$ cat config.mk
export PLATFORM = sky130hd
export DESIGN_NAME = tinted_alpha_pixel_compositor_flat
export DESIGN_NICKNAME = d
export VERILOG_FILES = /design/src/hdl/tapc_pkg.sv /design/src/hdl/tapc_ifs.sv /design/src/hdl/tapc_cfg.sv /design/src/hdl/tapc_tint.sv /design/src/hdl/tapc_over.sv /design/src/hdl/tinted_alpha_pixel_compositor.sv /design/src/flat_wrapper.sv
export SDC_FILE = /design/constraint.sdc
export NUM_CORES = 2
export LEC_CHECK = 0
export ABC_AREA = 1
export BUFFER_PORTS_ARGS = -buffer_cell sky130_fd_sc_hd__buf_2
export CORE_MARGIN = 4
export CORE_UTILIZATION = 45
export CTS_CLUSTER_DIAMETER = 150
export CTS_CLUSTER_SIZE = 20
export DETAILED_ROUTE_END_ITERATION = 8
export GPL_TIMING_DRIVEN = 0
export PLACE_DENSITY_LB_ADDON = 0.25
export SLEW_MARGIN = 20
export SYNTH_ARGS = -nofsm -noshare
export SYNTH_HDL_FRONTEND = slang
export SYNTH_SLANG_ARGS = --single-unit
$ cat constraint.sdc
create_clock -name clk -period 6.6 [get_ports clk]
set_input_delay 0.33 -clock clk [delete_from_list [all_inputs] [get_ports clk]]
set_output_delay 0.33 -clock clk [all_outputs]
set_load 0.01 [all_outputs]
$ cat src/hdl/tapc_pkg.sv
// Shared types, register codes and blend arithmetic for the tinted alpha pixel compositor.
// No dependencies; the files that use it refer to it by scoped names.
package tapc_pkg;

	localparam int CH_W = 8;
	localparam int CFG_IDX_W = 3;
	localparam int CFG_DATA_W = 8;
	localparam int MIX_W = 2 * CH_W;

	localparam logic [CH_W-1:0] CH_MAX = 8'd255;

	localparam logic [CFG_IDX_W-1:0] REG_TINT_ENABLE = 3'd0;
	localparam logic [CFG_IDX_W-1:0] REG_TINT_RED    = 3'd1;
	localparam logic [CFG_IDX_W-1:0] REG_TINT_GREEN  = 3'd2;
	localparam logic [CFG_IDX_W-1:0] REG_TINT_BLUE   = 3'd3;
	localparam logic [CFG_IDX_W-1:0] REG_TINT_ALPHA  = 3'd4;

	typedef logic [CH_W-1:0] chan_t;
	typedef logic [MIX_W-1:0] mix_t;

	typedef struct packed {
		chan_t r;
		chan_t g;
		chan_t b;
		chan_t a;
	} pixel_t;

	typedef struct packed {
		logic   enable;
		pixel_t color;
	} tint_cfg_t;

	// bg*(255-wa) + fg*wa, at most 255*255 so it fits 16 bits
	function automatic mix_t mix_sum(chan_t bg, chan_t fg, chan_t wa);
		mix_t p_bg;
		mix_t p_fg;
		p_bg = MIX_W'(bg) * MIX_W'(CH_MAX - wa);
		p_fg = MIX_W'(fg) * MIX_W'(wa);
		return p_bg + p_fg;
	endfunction

	// floor(x/255), exact for x up to 255*255
	function automatic chan_t div255(mix_t x);
		logic [MIX_W:0] t;
		t = (MIX_W+1)'(x) + (MIX_W+1)'(x[MIX_W-1:CH_W]) + (MIX_W+1)'(1);
		return t[MIX_W-1:CH_W];
	endfunction

	function automatic chan_t sat_add(chan_t a, chan_t b);
		logic [CH_W:0] s;
		s = {1'b0, a} + {1'b0, b};
		return s[CH_W] ? CH_MAX : s[CH_W-1:0];
	endfunction

endpackage

$ cat src/hdl/tapc_ifs.sv
// Pixel stream interfaces: source+destination pixel in, blended pixel out.
// Depends on tapc_pkg for the channel type.
interface tapc_pix_in_if;
	logic valid;
	logic ready;
	tapc_pkg::chan_t src_red;
	tapc_pkg::chan_t src_green;
	tapc_pkg::chan_t src_blue;
	tapc_pkg::chan_t src_alpha;
	tapc_pkg::chan_t dest_red;
	tapc_pkg::chan_t dest_green;
	tapc_pkg::chan_t dest_blue;
	tapc_pkg::chan_t dest_alpha;

	modport source(output valid, src_red, src_green, src_blue, src_alpha,
		dest_red, dest_green, dest_blue, dest_alpha, input ready);
	modport sink(input valid, src_red, src_green, src_blue, src_alpha,
		dest_red, dest_green, dest_blue, dest_alpha, output ready);
endinterface

interface tapc_pix_out_if;
	logic valid;
	logic ready;
	tapc_pkg::chan_t out_red;
	tapc_pkg::chan_t out_green;
	tapc_pkg::chan_t out_blue;
	tapc_pkg::chan_t out_alpha;

	modport source(output valid, out_red, out_green, out_blue, out_alpha, input ready);
	modport sink(input valid, out_red, out_green, out_blue, out_alpha, output ready);
endinterface

$ cat src/hdl/tapc_cfg.sv
// Tint configuration registers behind a plain write port.
// Depends on tapc_pkg.
module tapc_cfg (
	input  logic                            clk,
	input  logic                            arst_n,
	input  logic                            we,
	input  logic [tapc_pkg::CFG_IDX_W-1:0]  index,
	input  logic [tapc_pkg::CFG_DATA_W-1:0] wdata,
	output tapc_pkg::tint_cfg_t             cfg
);

	tapc_pkg::tint_cfg_t cfg_q;

	always_ff @(posedge clk or negedge arst_n) begin
		if (!arst_n) begin
			cfg_q <= '0;
		end else if (we) begin
			case (index)
				tapc_pkg::REG_TINT_ENABLE: cfg_q.enable <= wdata[0];
				tapc_pkg::REG_TINT_RED:    cfg_q.color.r <= wdata;
				tapc_pkg::REG_TINT_GREEN:  cfg_q.color.g <= wdata;
				tapc_pkg::REG_TINT_BLUE:   cfg_q.color.b <= wdata;
				tapc_pkg::REG_TINT_ALPHA:  cfg_q.color.a <= wdata;
				default: ;
			endcase
		end
	end

	assign cfg = cfg_q;

endmodule

$ cat src/hdl/tapc_tint.sv
// Stages 1-2: blend tint over source (weighted sums, then /255) if enabled and
// src alpha nonzero, else pass src; needs tapc_pkg; dst rides along unchanged.
module tapc_tint (
	input  logic                clk,
	input  logic                arst_n,
	input  tapc_pkg::tint_cfg_t cfg,
	input  logic                in_valid,
	output logic                in_ready,
	input  tapc_pkg::pixel_t    src,
	input  tapc_pkg::pixel_t    dst,
	output logic                out_valid,
	input  logic                out_ready,
	output tapc_pkg::pixel_t    fg,
	output tapc_pkg::pixel_t    dst_out
);

	logic             v_s1, v_s2;
	logic             rdy_s1, rdy_s2;
	logic             apply_s1;
	tapc_pkg::mix_t   mix_r_s1, mix_g_s1, mix_b_s1;
	tapc_pkg::chan_t  tint_a_s1;
	tapc_pkg::pixel_t src_s1, dst_s1;
	tapc_pkg::pixel_t fg_s2, dst_s2;

	assign rdy_s2   = !v_s2 || out_ready;
	assign rdy_s1   = !v_s1 || rdy_s2;
	assign in_ready = rdy_s1;

	always_ff @(posedge clk or negedge arst_n) begin
		if (!arst_n) begin
			v_s1 <= 1'b0;
			v_s2 <= 1'b0;
		end else begin
			if (rdy_s1) v_s1 <= in_valid;
			if (rdy_s2) v_s2 <= v_s1;
		end
	end

	always_ff @(posedge clk) begin
		if (rdy_s1 && in_valid) begin
			// transparent source skips the tint
			apply_s1  <= cfg.enable && (src.a != '0);
			mix_r_s1  <= tapc_pkg::mix_sum(src.r, cfg.color.r, cfg.color.a);
			mix_g_s1  <= tapc_pkg::mix_sum(src.g, cfg.color.g, cfg.color.a);
			mix_b_s1  <= tapc_pkg::mix_sum(src.b, cfg.color.b, cfg.color.a);
			tint_a_s1 <= tapc_pkg::sat_add(src.a, cfg.color.a);
			src_s1    <= src;
			dst_s1    <= dst;
		end
		if (rdy_s2 && v_s1) begin
			if (apply_s1) begin
				fg_s2.r <= tapc_pkg::div255(mix_r_s1);
				fg_s2.g <= tapc_pkg::div255(mix_g_s1);
				fg_s2.b <= tapc_pkg::div255(mix_b_s1);
				fg_s2.a <= tint_a_s1;
			end else begin
				fg_s2 <= src_s1;
			end
			dst_s2 <= dst_s1;
		end
	end

	assign out_valid = v_s2;
	assign fg        = fg_s2;
	assign dst_out   = dst_s2;

endmodule

$ cat src/hdl/tapc_over.sv
// Stages 3-4: blend the (tinted) source over the destination, /255, saturated alpha.
// Depends on tapc_pkg; stage 4 is the output register.
module tapc_over (
	input  logic             clk,
	input  logic             arst_n,
	input  logic             in_valid,
	output logic             in_ready,
	input  tapc_pkg::pixel_t fg,
	input  tapc_pkg::pixel_t dst,
	output logic             out_valid,
	input  logic             out_ready,
	output tapc_pkg::pixel_t res
);

	logic             v_s3, v_s4;
	logic             rdy_s3, rdy_s4;
	tapc_pkg::mix_t   mix_r_s3, mix_g_s3, mix_b_s3;
	tapc_pkg::chan_t  alpha_s3;
	tapc_pkg::pixel_t res_s4;

	assign rdy_s4   = !v_s4 || out_ready;
	assign rdy_s3   = !v_s3 || rdy_s4;
	assign in_ready = rdy_s3;

	always_ff @(posedge clk or negedge arst_n) begin
		if (!arst_n) begin
			v_s3 <= 1'b0;
			v_s4 <= 1'b0;
		end else begin
			if (rdy_s3) v_s3 <= in_valid;
			if (rdy_s4) v_s4 <= v_s3;
		end
	end

	always_ff @(posedge clk) begin
		if (rdy_s3 && in_valid) begin
			mix_r_s3 <= tapc_pkg::mix_sum(dst.r, fg.r, fg.a);
			mix_g_s3 <= tapc_pkg::mix_sum(dst.g, fg.g, fg.a);
			mix_b_s3 <= tapc_pkg::mix_sum(dst.b, fg.b, fg.a);
			alpha_s3 <= tapc_pkg::sat_add(dst.a, fg.a);
		end
		if (rdy_s4 && v_s3) begin
			res_s4.r <= tapc_pkg::div255(mix_r_s3);
			res_s4.g <= tapc_pkg::div255(mix_g_s3);
			res_s4.b <= tapc_pkg::div255(mix_b_s3);
			res_s4.a <= alpha_s3;
		end
	end

	assign out_valid = v_s4;
	assign res       = res_s4;

endmodule

$ cat src/hdl/tinted_alpha_pixel_compositor.sv
// Tinted alpha pixel compositor: 4-stage pipeline, one pixel word per cycle unless
// the output stalls. An accepted word moves through the registered stages in order:
// multiply (s1), /255 (s2), multiply (s3) and /255 (s4), whose register is the output.
// Every stage holds under back-pressure, so a stalled output still lets bubbles fill.
// arst_n clears all stage valid bits and the tint registers (tint off, color 0).
// Depends on tapc_pkg, tapc_ifs, tapc_cfg, tapc_tint, tapc_over.
module tinted_alpha_pixel_compositor (
	input  logic                            clk,
	input  logic                            arst_n,
	input  logic                            cfg_we,
	input  logic [tapc_pkg::CFG_IDX_W-1:0]  cfg_index,
	input  logic [tapc_pkg::CFG_DATA_W-1:0] cfg_wdata,
	tapc_pix_in_if.sink                     pix_in,
	tapc_pix_out_if.source                  pix_out
);

	tapc_pkg::tint_cfg_t cfg;
	tapc_pkg::pixel_t    src, dst, fg, dst_mid, res;
	logic                mid_valid, mid_ready;

	tapc_cfg u_cfg (
		.clk    (clk),
		.arst_n (arst_n),
		.we     (cfg_we),
		.index  (cfg_index),
		.wdata  (cfg_wdata),
		.cfg    (cfg)
	);

	assign src = '{r: pix_in.src_red, g: pix_in.src_green,
		b: pix_in.src_blue, a: pix_in.src_alpha};
	assign dst = '{r: pix_in.dest_red, g: pix_in.dest_green,
		b: pix_in.dest_blue, a: pix_in.dest_alpha};

	tapc_tint u_tint (
		.clk       (clk),
		.arst_n    (arst_n),
		.cfg       (cfg),
		.in_valid  (pix_in.valid),
		.in_ready  (pix_in.ready),
		.src       (src),
		.dst       (dst),
		.out_valid (mid_valid),
		.out_ready (mid_ready),
		.fg        (fg),
		.dst_out   (dst_mid)
	);

	tapc_over u_over (
		.clk       (clk),
		.arst_n    (arst_n),
		.in_valid  (mid_valid),
		.in_ready  (mid_ready),
		.fg        (fg),
		.dst       (dst_mid),
		.out_valid (pix_out.valid),
		.out_ready (pix_out.ready),
		.res       (res)
	);

	assign pix_out.out_red   = res.r;
	assign pix_out.out_green = res.g;
	assign pix_out.out_blue  = res.b;
	assign pix_out.out_alpha = res.a;

endmodule

$ cat src/flat_wrapper.sv
// flat-port wrapper written by rule: the top's interface ports become plain ports
module tinted_alpha_pixel_compositor_flat 
  (clk, arst_n, cfg_we, cfg_index, cfg_wdata, pix_in_valid, pix_in_src_red, pix_in_src_green, pix_in_src_blue, pix_in_src_alpha, pix_in_dest_red, pix_in_dest_green, pix_in_dest_blue, pix_in_dest_alpha, pix_in_ready, pix_out_valid, pix_out_out_red, pix_out_out_green, pix_out_out_blue, pix_out_out_alpha, pix_out_ready);
  tapc_pix_in_if pix_in_i ();
  tapc_pix_out_if pix_out_i ();
  input  logic clk;
  input  logic arst_n;
  input  logic cfg_we;
  input  logic [tapc_pkg::CFG_IDX_W-1:0] cfg_index;
  input  logic [tapc_pkg::CFG_DATA_W-1:0] cfg_wdata;
  input wire logic [$bits(pix_in_i.valid)-1:0] pix_in_valid;
  input wire logic [$bits(pix_in_i.src_red)-1:0] pix_in_src_red;
  input wire logic [$bits(pix_in_i.src_green)-1:0] pix_in_src_green;
  input wire logic [$bits(pix_in_i.src_blue)-1:0] pix_in_src_blue;
  input wire logic [$bits(pix_in_i.src_alpha)-1:0] pix_in_src_alpha;
  input wire logic [$bits(pix_in_i.dest_red)-1:0] pix_in_dest_red;
  input wire logic [$bits(pix_in_i.dest_green)-1:0] pix_in_dest_green;
  input wire logic [$bits(pix_in_i.dest_blue)-1:0] pix_in_dest_blue;
  input wire logic [$bits(pix_in_i.dest_alpha)-1:0] pix_in_dest_alpha;
  output wire logic [$bits(pix_in_i.ready)-1:0] pix_in_ready;
  output wire logic [$bits(pix_out_i.valid)-1:0] pix_out_valid;
  output wire logic [$bits(pix_out_i.out_red)-1:0] pix_out_out_red;
  output wire logic [$bits(pix_out_i.out_green)-1:0] pix_out_out_green;
  output wire logic [$bits(pix_out_i.out_blue)-1:0] pix_out_out_blue;
  output wire logic [$bits(pix_out_i.out_alpha)-1:0] pix_out_out_alpha;
  input wire logic [$bits(pix_out_i.ready)-1:0] pix_out_ready;
  assign pix_in_i.valid = pix_in_valid;
  assign pix_in_i.src_red = pix_in_src_red;
  assign pix_in_i.src_green = pix_in_src_green;
  assign pix_in_i.src_blue = pix_in_src_blue;
  assign pix_in_i.src_alpha = pix_in_src_alpha;
  assign pix_in_i.dest_red = pix_in_dest_red;
  assign pix_in_i.dest_green = pix_in_dest_green;
  assign pix_in_i.dest_blue = pix_in_dest_blue;
  assign pix_in_i.dest_alpha = pix_in_dest_alpha;
  assign pix_in_ready = pix_in_i.ready;
  assign pix_out_valid = pix_out_i.valid;
  assign pix_out_out_red = pix_out_i.out_red;
  assign pix_out_out_green = pix_out_i.out_green;
  assign pix_out_out_blue = pix_out_i.out_blue;
  assign pix_out_out_alpha = pix_out_i.out_alpha;
  assign pix_out_i.ready = pix_out_ready;
  tinted_alpha_pixel_compositor u_core (.clk(clk), .arst_n(arst_n), .cfg_we(cfg_we), .cfg_index(cfg_index), .cfg_wdata(cfg_wdata), .pix_in(pix_in_i), .pix_out(pix_out_i));
endmodule
Word level (Yosys, flattened, before mapping)
Cells that the tools add are included.
Storage, ports and cells
  flip-flop bits (word level): 310
  input port bits: 80
  output and inout port bits: 34
Operators by class
  add/sub/neg operators: 22
  $mul: 12
  eq/ne operators: 4
  muxes and demuxes: 1
  reductions and logical operators: 20
Operators by type and width (count)
  $add 16x1->16 const B: 6
  $add 16x16->16: 6
  $add 16x8->16: 6
  $mul 8x8->16: 6
  $mul 8x16->16: 4
  $mul 9x9->16: 2
  $mux 32: 1
  $add 8x8->9: 2
  $sub 8x8->9 const A: 2
  $reduce_and 2->1: 5
  $reduce_bool 8->1: 1
  $eq 3x2->1 const B: 2
  $logic_and 1x1->1: 5
  $logic_not 1->1: 4
  $logic_or 1x1->1: 4
  $eq 3x1->1 const B: 1
  $eq 3x3->1 const B: 1
  $logic_not 3->1: 1

Logic depth before layout (Yosys ltp)
  depth in word-level cells: 6
  depth in mapped cells: 27

Modules after synthesis
Synthesis repeated with hierarchy kept, for this count alone.
Unflattened totals
  cell total of the unflattened synthesis: 5133
  area total of the unflattened synthesis: 41712.5 um2
By module, submodules not included
  tapc_tint: times used 1, cells each 2529, area an instance 21685.8 um2, sequential area each 5605.4 um2
  tapc_over: times used 1, cells each 2450, area an instance 18669.2 um2, sequential area each 2692.6 um2
  tapc_cfg: times used 1, cells each 154, area an instance 1357.6 um2, sequential area each 825.8 um2

Worst setup path after synthesis
OpenSTA, ideal clock, no wires.
  path type: register to register
  from: reg u_core.u_over.v_s4 (netlist: u_core.u_over.out_valid)
  to: reg u_core.u_tint.apply_s1, enable pin
  data arrival time: 5.888 ns
  slack: 0.107 ns
  cell stages (with the launch flop): 10
  buffers on the path: 0
  clock period less this slack: 6.493 ns
  cells stage by stage: dfrtp_1 > inv_1 > nor2_1 > inv_1 > nor2_1 > inv_1 > nor2_1 > inv_1 > nor2_1 > nor2_1
On the way
  longest elaborated chain between the ends: 6
RTL lines
  start, declared: RTL line tapc_over.sv:15  | logic v_s3, v_s4;
  start signal, assigned: RTL line tapc_over.sv:31  | if (rdy_s4) v_s4 <= v_s3;
  $logic_not 1->1: RTL line tapc_over.sv:21  | assign rdy_s4 = !v_s4 || out_ready;
  $logic_or 1x1->1: RTL line tapc_over.sv:21
  $logic_or 1x1->1: RTL line tapc_over.sv:22  | assign rdy_s3 = !v_s3 || rdy_s4;
  $logic_or 1x1->1: RTL line tapc_tint.sv:25  | assign rdy_s2 = !v_s2 || out_ready;
  $logic_or 1x1->1: RTL line tapc_tint.sv:26  | assign rdy_s1 = !v_s1 || rdy_s2;
  $logic_and 1x1->1: RTL line tapc_tint.sv:40  | if (rdy_s1 && in_valid) begin
  end signal, assigned: RTL line tapc_tint.sv:42  | apply_s1 <= cfg.enable && (src.a != '0);
  end, declared: RTL line tapc_tint.sv:19  | logic apply_s1;
No other way between the ends.
A chain may end at the register's enable or synchronous reset.

Worst setup path after layout
  from: reg u_core.u_tint.fg_s2, in the netlist u_core.u_tint.fg[6]
  to: reg u_core.u_over.mix_r_s3[15] (data pin)
On the way
  longest elaborated chain between the ends: 3
  elaborated cells between the ends (all ways): 4
  classes of those cells: add/sub (2); mul (2)
RTL lines
  start, declared: RTL line tapc_tint.sv:23  | tapc_pkg::pixel_t fg_s2, dst_s2;
  start signal, assigned: RTL line tapc_tint.sv:57  | fg_s2 <= src_s1;
  $sub 8x8->9: RTL line tapc_pkg.sv:37  | p_bg = MIX_W'(bg) * MIX_W'(CH_MAX - wa);
  $mul 8x16->16: RTL line tapc_pkg.sv:37
  $add 16x16->16 *: RTL line tapc_pkg.sv:39  | return p_bg + p_fg;
  end signal, assigned: RTL line tapc_over.sv:37  | mix_r_s3 <= tapc_pkg::mix_sum(dst.r, fg.r, fg.a);
  end, declared: RTL line tapc_over.sv:17  | tapc_pkg::mix_t mix_r_s3, mix_g_s3, mix_b_s3;
Every way passes the cells marked *; elsewhere a longest branch is shown, timed or not.

==> results.toml <==
[outcome]
status = "finished, final reports clean"

[floorplanning]
start_util_pct = 45.4
fp.dieH_um = 310
dieArea_um2 = 95800
coreArea_um2 = 90100
rows = 110
io_pins = 114
die_w_um = 310

[clock_tree]
cts_tree = "yes"
clockRootBuffer = "clkbuf_16"
path_clk_slew_ps = 80
clock-sinks = 310
numCtsBuffers = 20
insertion_delay_ps = 600
htree_levels = 1
ctsLongestPathBuffers = 3

[sta]
timing.setup.tns_ps = 0
fin_crit_ps = 6360
period_share_pct = 96.4
rsz0062_at_grt = "no"
finalHoldViolCount = 0
whs_ps = 36.4
setup_ws_ps = 238
fin_worst_skew_ps = 57.9
setup_violations = 0
clock.fmax_mhz = 157
relSlewSlack_pct = 30.0
slew_viol_final = 0
worst_slew_pin_slew_ps = 1050

[worst_setup_path]
crit_fanout = 10
cp.arrival_ps = 6700
path_delay_family = "adder cells"
crit_type = "reg -> reg"
worstPathRequired_ps = 6940
slowest_stage = "clkbuf_1"
crit_chain = "clkbuf_1 > clkbuf_1 > nor2_1 > fa_1 > inv_1 > fa_1 > inv_1 > fa_1 > fa_1 > fa_1 > inv_1 > fa_1 > inv_1 > ha_1 > nand2_1 > nor2_1 > nand2_1 > or2_1 > nand3_1 > nand2_1"
startpoint_type = "register"
crit_buf_inv = 6
critPathMaxStageDelay_ps = 730
cp_common_cell = "fa_1"
worstSetupEndpointType = "register"

[worst_hold_path]
hold_path.class = "in -> reg"

[synthesis]
synth_edf_count = 273
synth_warnings = 0
synth-compound-area-share_pct = 3.21
yosys_most_used_dff = "edfxtp_1"
ys_ff_latch = 310
synth-simple-area-share_pct = 17.1
ys_seq_area_share_pct = 22.3
synthDistinctLibCells = 40
async_reset_ff_share_pct = 11.9
synth_top_family_by_area = "adder cells"
synthXorXnorAreaFrac_pct = 1.97
yosys-mux-area-fraction_pct = 0
syn-instance-count = 4899
synthAdderAreaFrac_pct = 41.7
syn_avg_cell_area_um2 = 8.35
netlist_area_um2 = 40900

[route]
drc = 0
drt_pass1_iterations = 7
num_vias = 30601
routed_via_density = 4.88
drt_iter0_markers = 1774
wl_per_cell_um = 16.1
ant_nets = 0
totalWireLength_mm = 101

[global_routing]
overflow = 0
grt.total_usage_pct = 22.1
grtUsageMet3_pct = 2.48
grt-busiest-layer = "met2"
antenna_found_initial = 4
grt_pass1_vias = 31392
grt_pass1_wl_mm = 167
grt_start_max_net_pins = 57
met1_usage_pct = 29.2
use_met2_pct = 38.2

[layout]
fin_cells = 6275
fillers = 8712
most-common-layout-cells = "inv_1 (1,338), nand2_1 (1,164), fa_1 (576)"
layout_commonest_cell = "inv_1"
fin_nets = 6181
area_growth_pct = 7.92
drive_gt1_share_pct = 3.92

[place]
dpl.hpwl_mm = 83.4
portBuffers = 113
pre_cts_ws_ps = 69.7
dp.cells = 6199
gp_congestion = 0.915

[run]
cap_violations = 0
## Yosys cell counts, types with 6 or more instances
library cell	instances	area (µm²)
a21boi_0	6	45.0
a21o_1	11	82.6
a21oi_1	116	581
a31oi_1	6	37.5
and2_1	6	37.5
buf_1	22	82.6
buf_2	15	75.1
clkbuf_1	99	372
clkbuf_2	6	30.0
dfrtp_1	37	926
edfxtp_1	273	8200
fa_1	576	11500
ha_1	442	5530
inv_1	1340	5030
nand2_1	1164	4370
nand3_1	166	831
nand3b_1	18	135
nand4_1	22	138
nor2_1	345	1290
nor3_1	8	40.0
o21ai_0	82	410
or2_2	8	50.1
xnor2_1	40	350
xor2_1	52	455
## path summary, 6_finish.rpt
| path | startpoint | to | slack (ps) | cells after the start |
|---|---|---|---|---|
| setup reg to reg | u_core.u_tint.fg[6] | u_core.u_over.mix_r_s3[15] | 240 | 20 |
| max in group asynchronous | arst_n | u_core.u_cfg.cfg[22] | 5840 | 2 |
| setup / recovery | u_core.u_tint.fg[6] | u_core.u_over.mix_r_s3[15] | 240 | 20 |
| hold reg to reg | u_core.u_tint.dst_s1[19] | u_core.u_tint.dst_out[19] | 390 | 0 |
| hold / removal | pix_in_src_alpha[1] | u_core.u_tint.src_s1[1] | 40 | 1 |
| min in group asynchronous | arst_n | u_core.u_over.v_s3 | 300 | 2 |
## kinds of logic (layout without fill, tap and decap cells)
| kind of cell | after synthesis | after routing |
|---|---|---|
| flops | 310 | 310 |
| xor+xnor | 92 | 92 |
| buf+inv | 1486 | 1678 |
| other cells | 1 | 9 |
| fa+ha+maj | 1018 | 1018 |
| compound gates | 240 | 240 |
| simple gates | 1752 | 1752 |
## state kept, by name, indices dropped and copies added, names as in the netlist
| signal | cells |
|---|---|
| u_core.u_tint.out_valid | 1 |
| u_core.u_tint.src_s1 | 32 |
| u_core.u_tint.fg | 32 |
| u_core.u_over.out_valid | 1 |
| u_core.u_cfg.cfg | 33 |
| u_core.u_tint.tint_a_s1 | 8 |
| u_core.u_tint.mix_g_s1 | 16 |
| u_core.u_tint.apply_s1 | 1 |
| u_core.u_over.mix_b_s3 | 16 |
| u_core.u_tint.v_s1 | 1 |
| u_core.u_tint.mix_r_s1 | 16 |
| u_core.u_over.alpha_s3 | 8 |
| u_core.u_over.mix_g_s3 | 16 |
| u_core.u_tint.mix_b_s1 | 16 |
| u_core.u_over.mix_r_s3 | 16 |
| u_core.u_over.v_s3 | 1 |
| u_core.u_over.res | 32 |
| u_core.u_tint.dst_s1 | 32 |
| u_core.u_tint.dst_out | 32 |
## layer usage
metal  wire, µm  part of all wire (%)
met4       3430                   3.4
met1      43100                    43
met2      49100                    48
met3       5640                   5.6
met5          0                     0
## final cells by class
class | instances | area [µm²] | share of cell area (%)
Timing Repair Buffer | 163 | 1140 | 2.57
Buffer | 136 | 541 | 1.22
Tap cell | 1176 | 1470 | 3.33
Inverter | 1344 | 5050 | 11.4
Antenna cell | 3 | 7.51 | 0.0170
Clock buffer | 31 | 563 | 1.27
Multi-Input combinational cell | 3108 | 26200 | 59.4
Clock inverter | 4 | 38.8 | 0.0878
Sequential cell | 310 | 9120 | 20.7
## per-stage QoR
step | utilization (%) | area (µm²)
after floorplan | - | 40900
after CTS | 49.0 | 44200
final | 49.0 | 44200
after global placement | 47.7 | 43000
after global routing | 49.0 | 44200
after detailed placement | 47.8 | 43100
## repair_timing
action,in CTS,in global routing
endpoints found under the setup margin,0,10
gates resized for setup,0,8
hold endpoints to repair,73,0
hold buffers,44,0
setup buffers,0,0
Power is left out: the tool's default activity adds up to more than one toggle a clock period on the data nets, which glitch-free logic cannot reach.
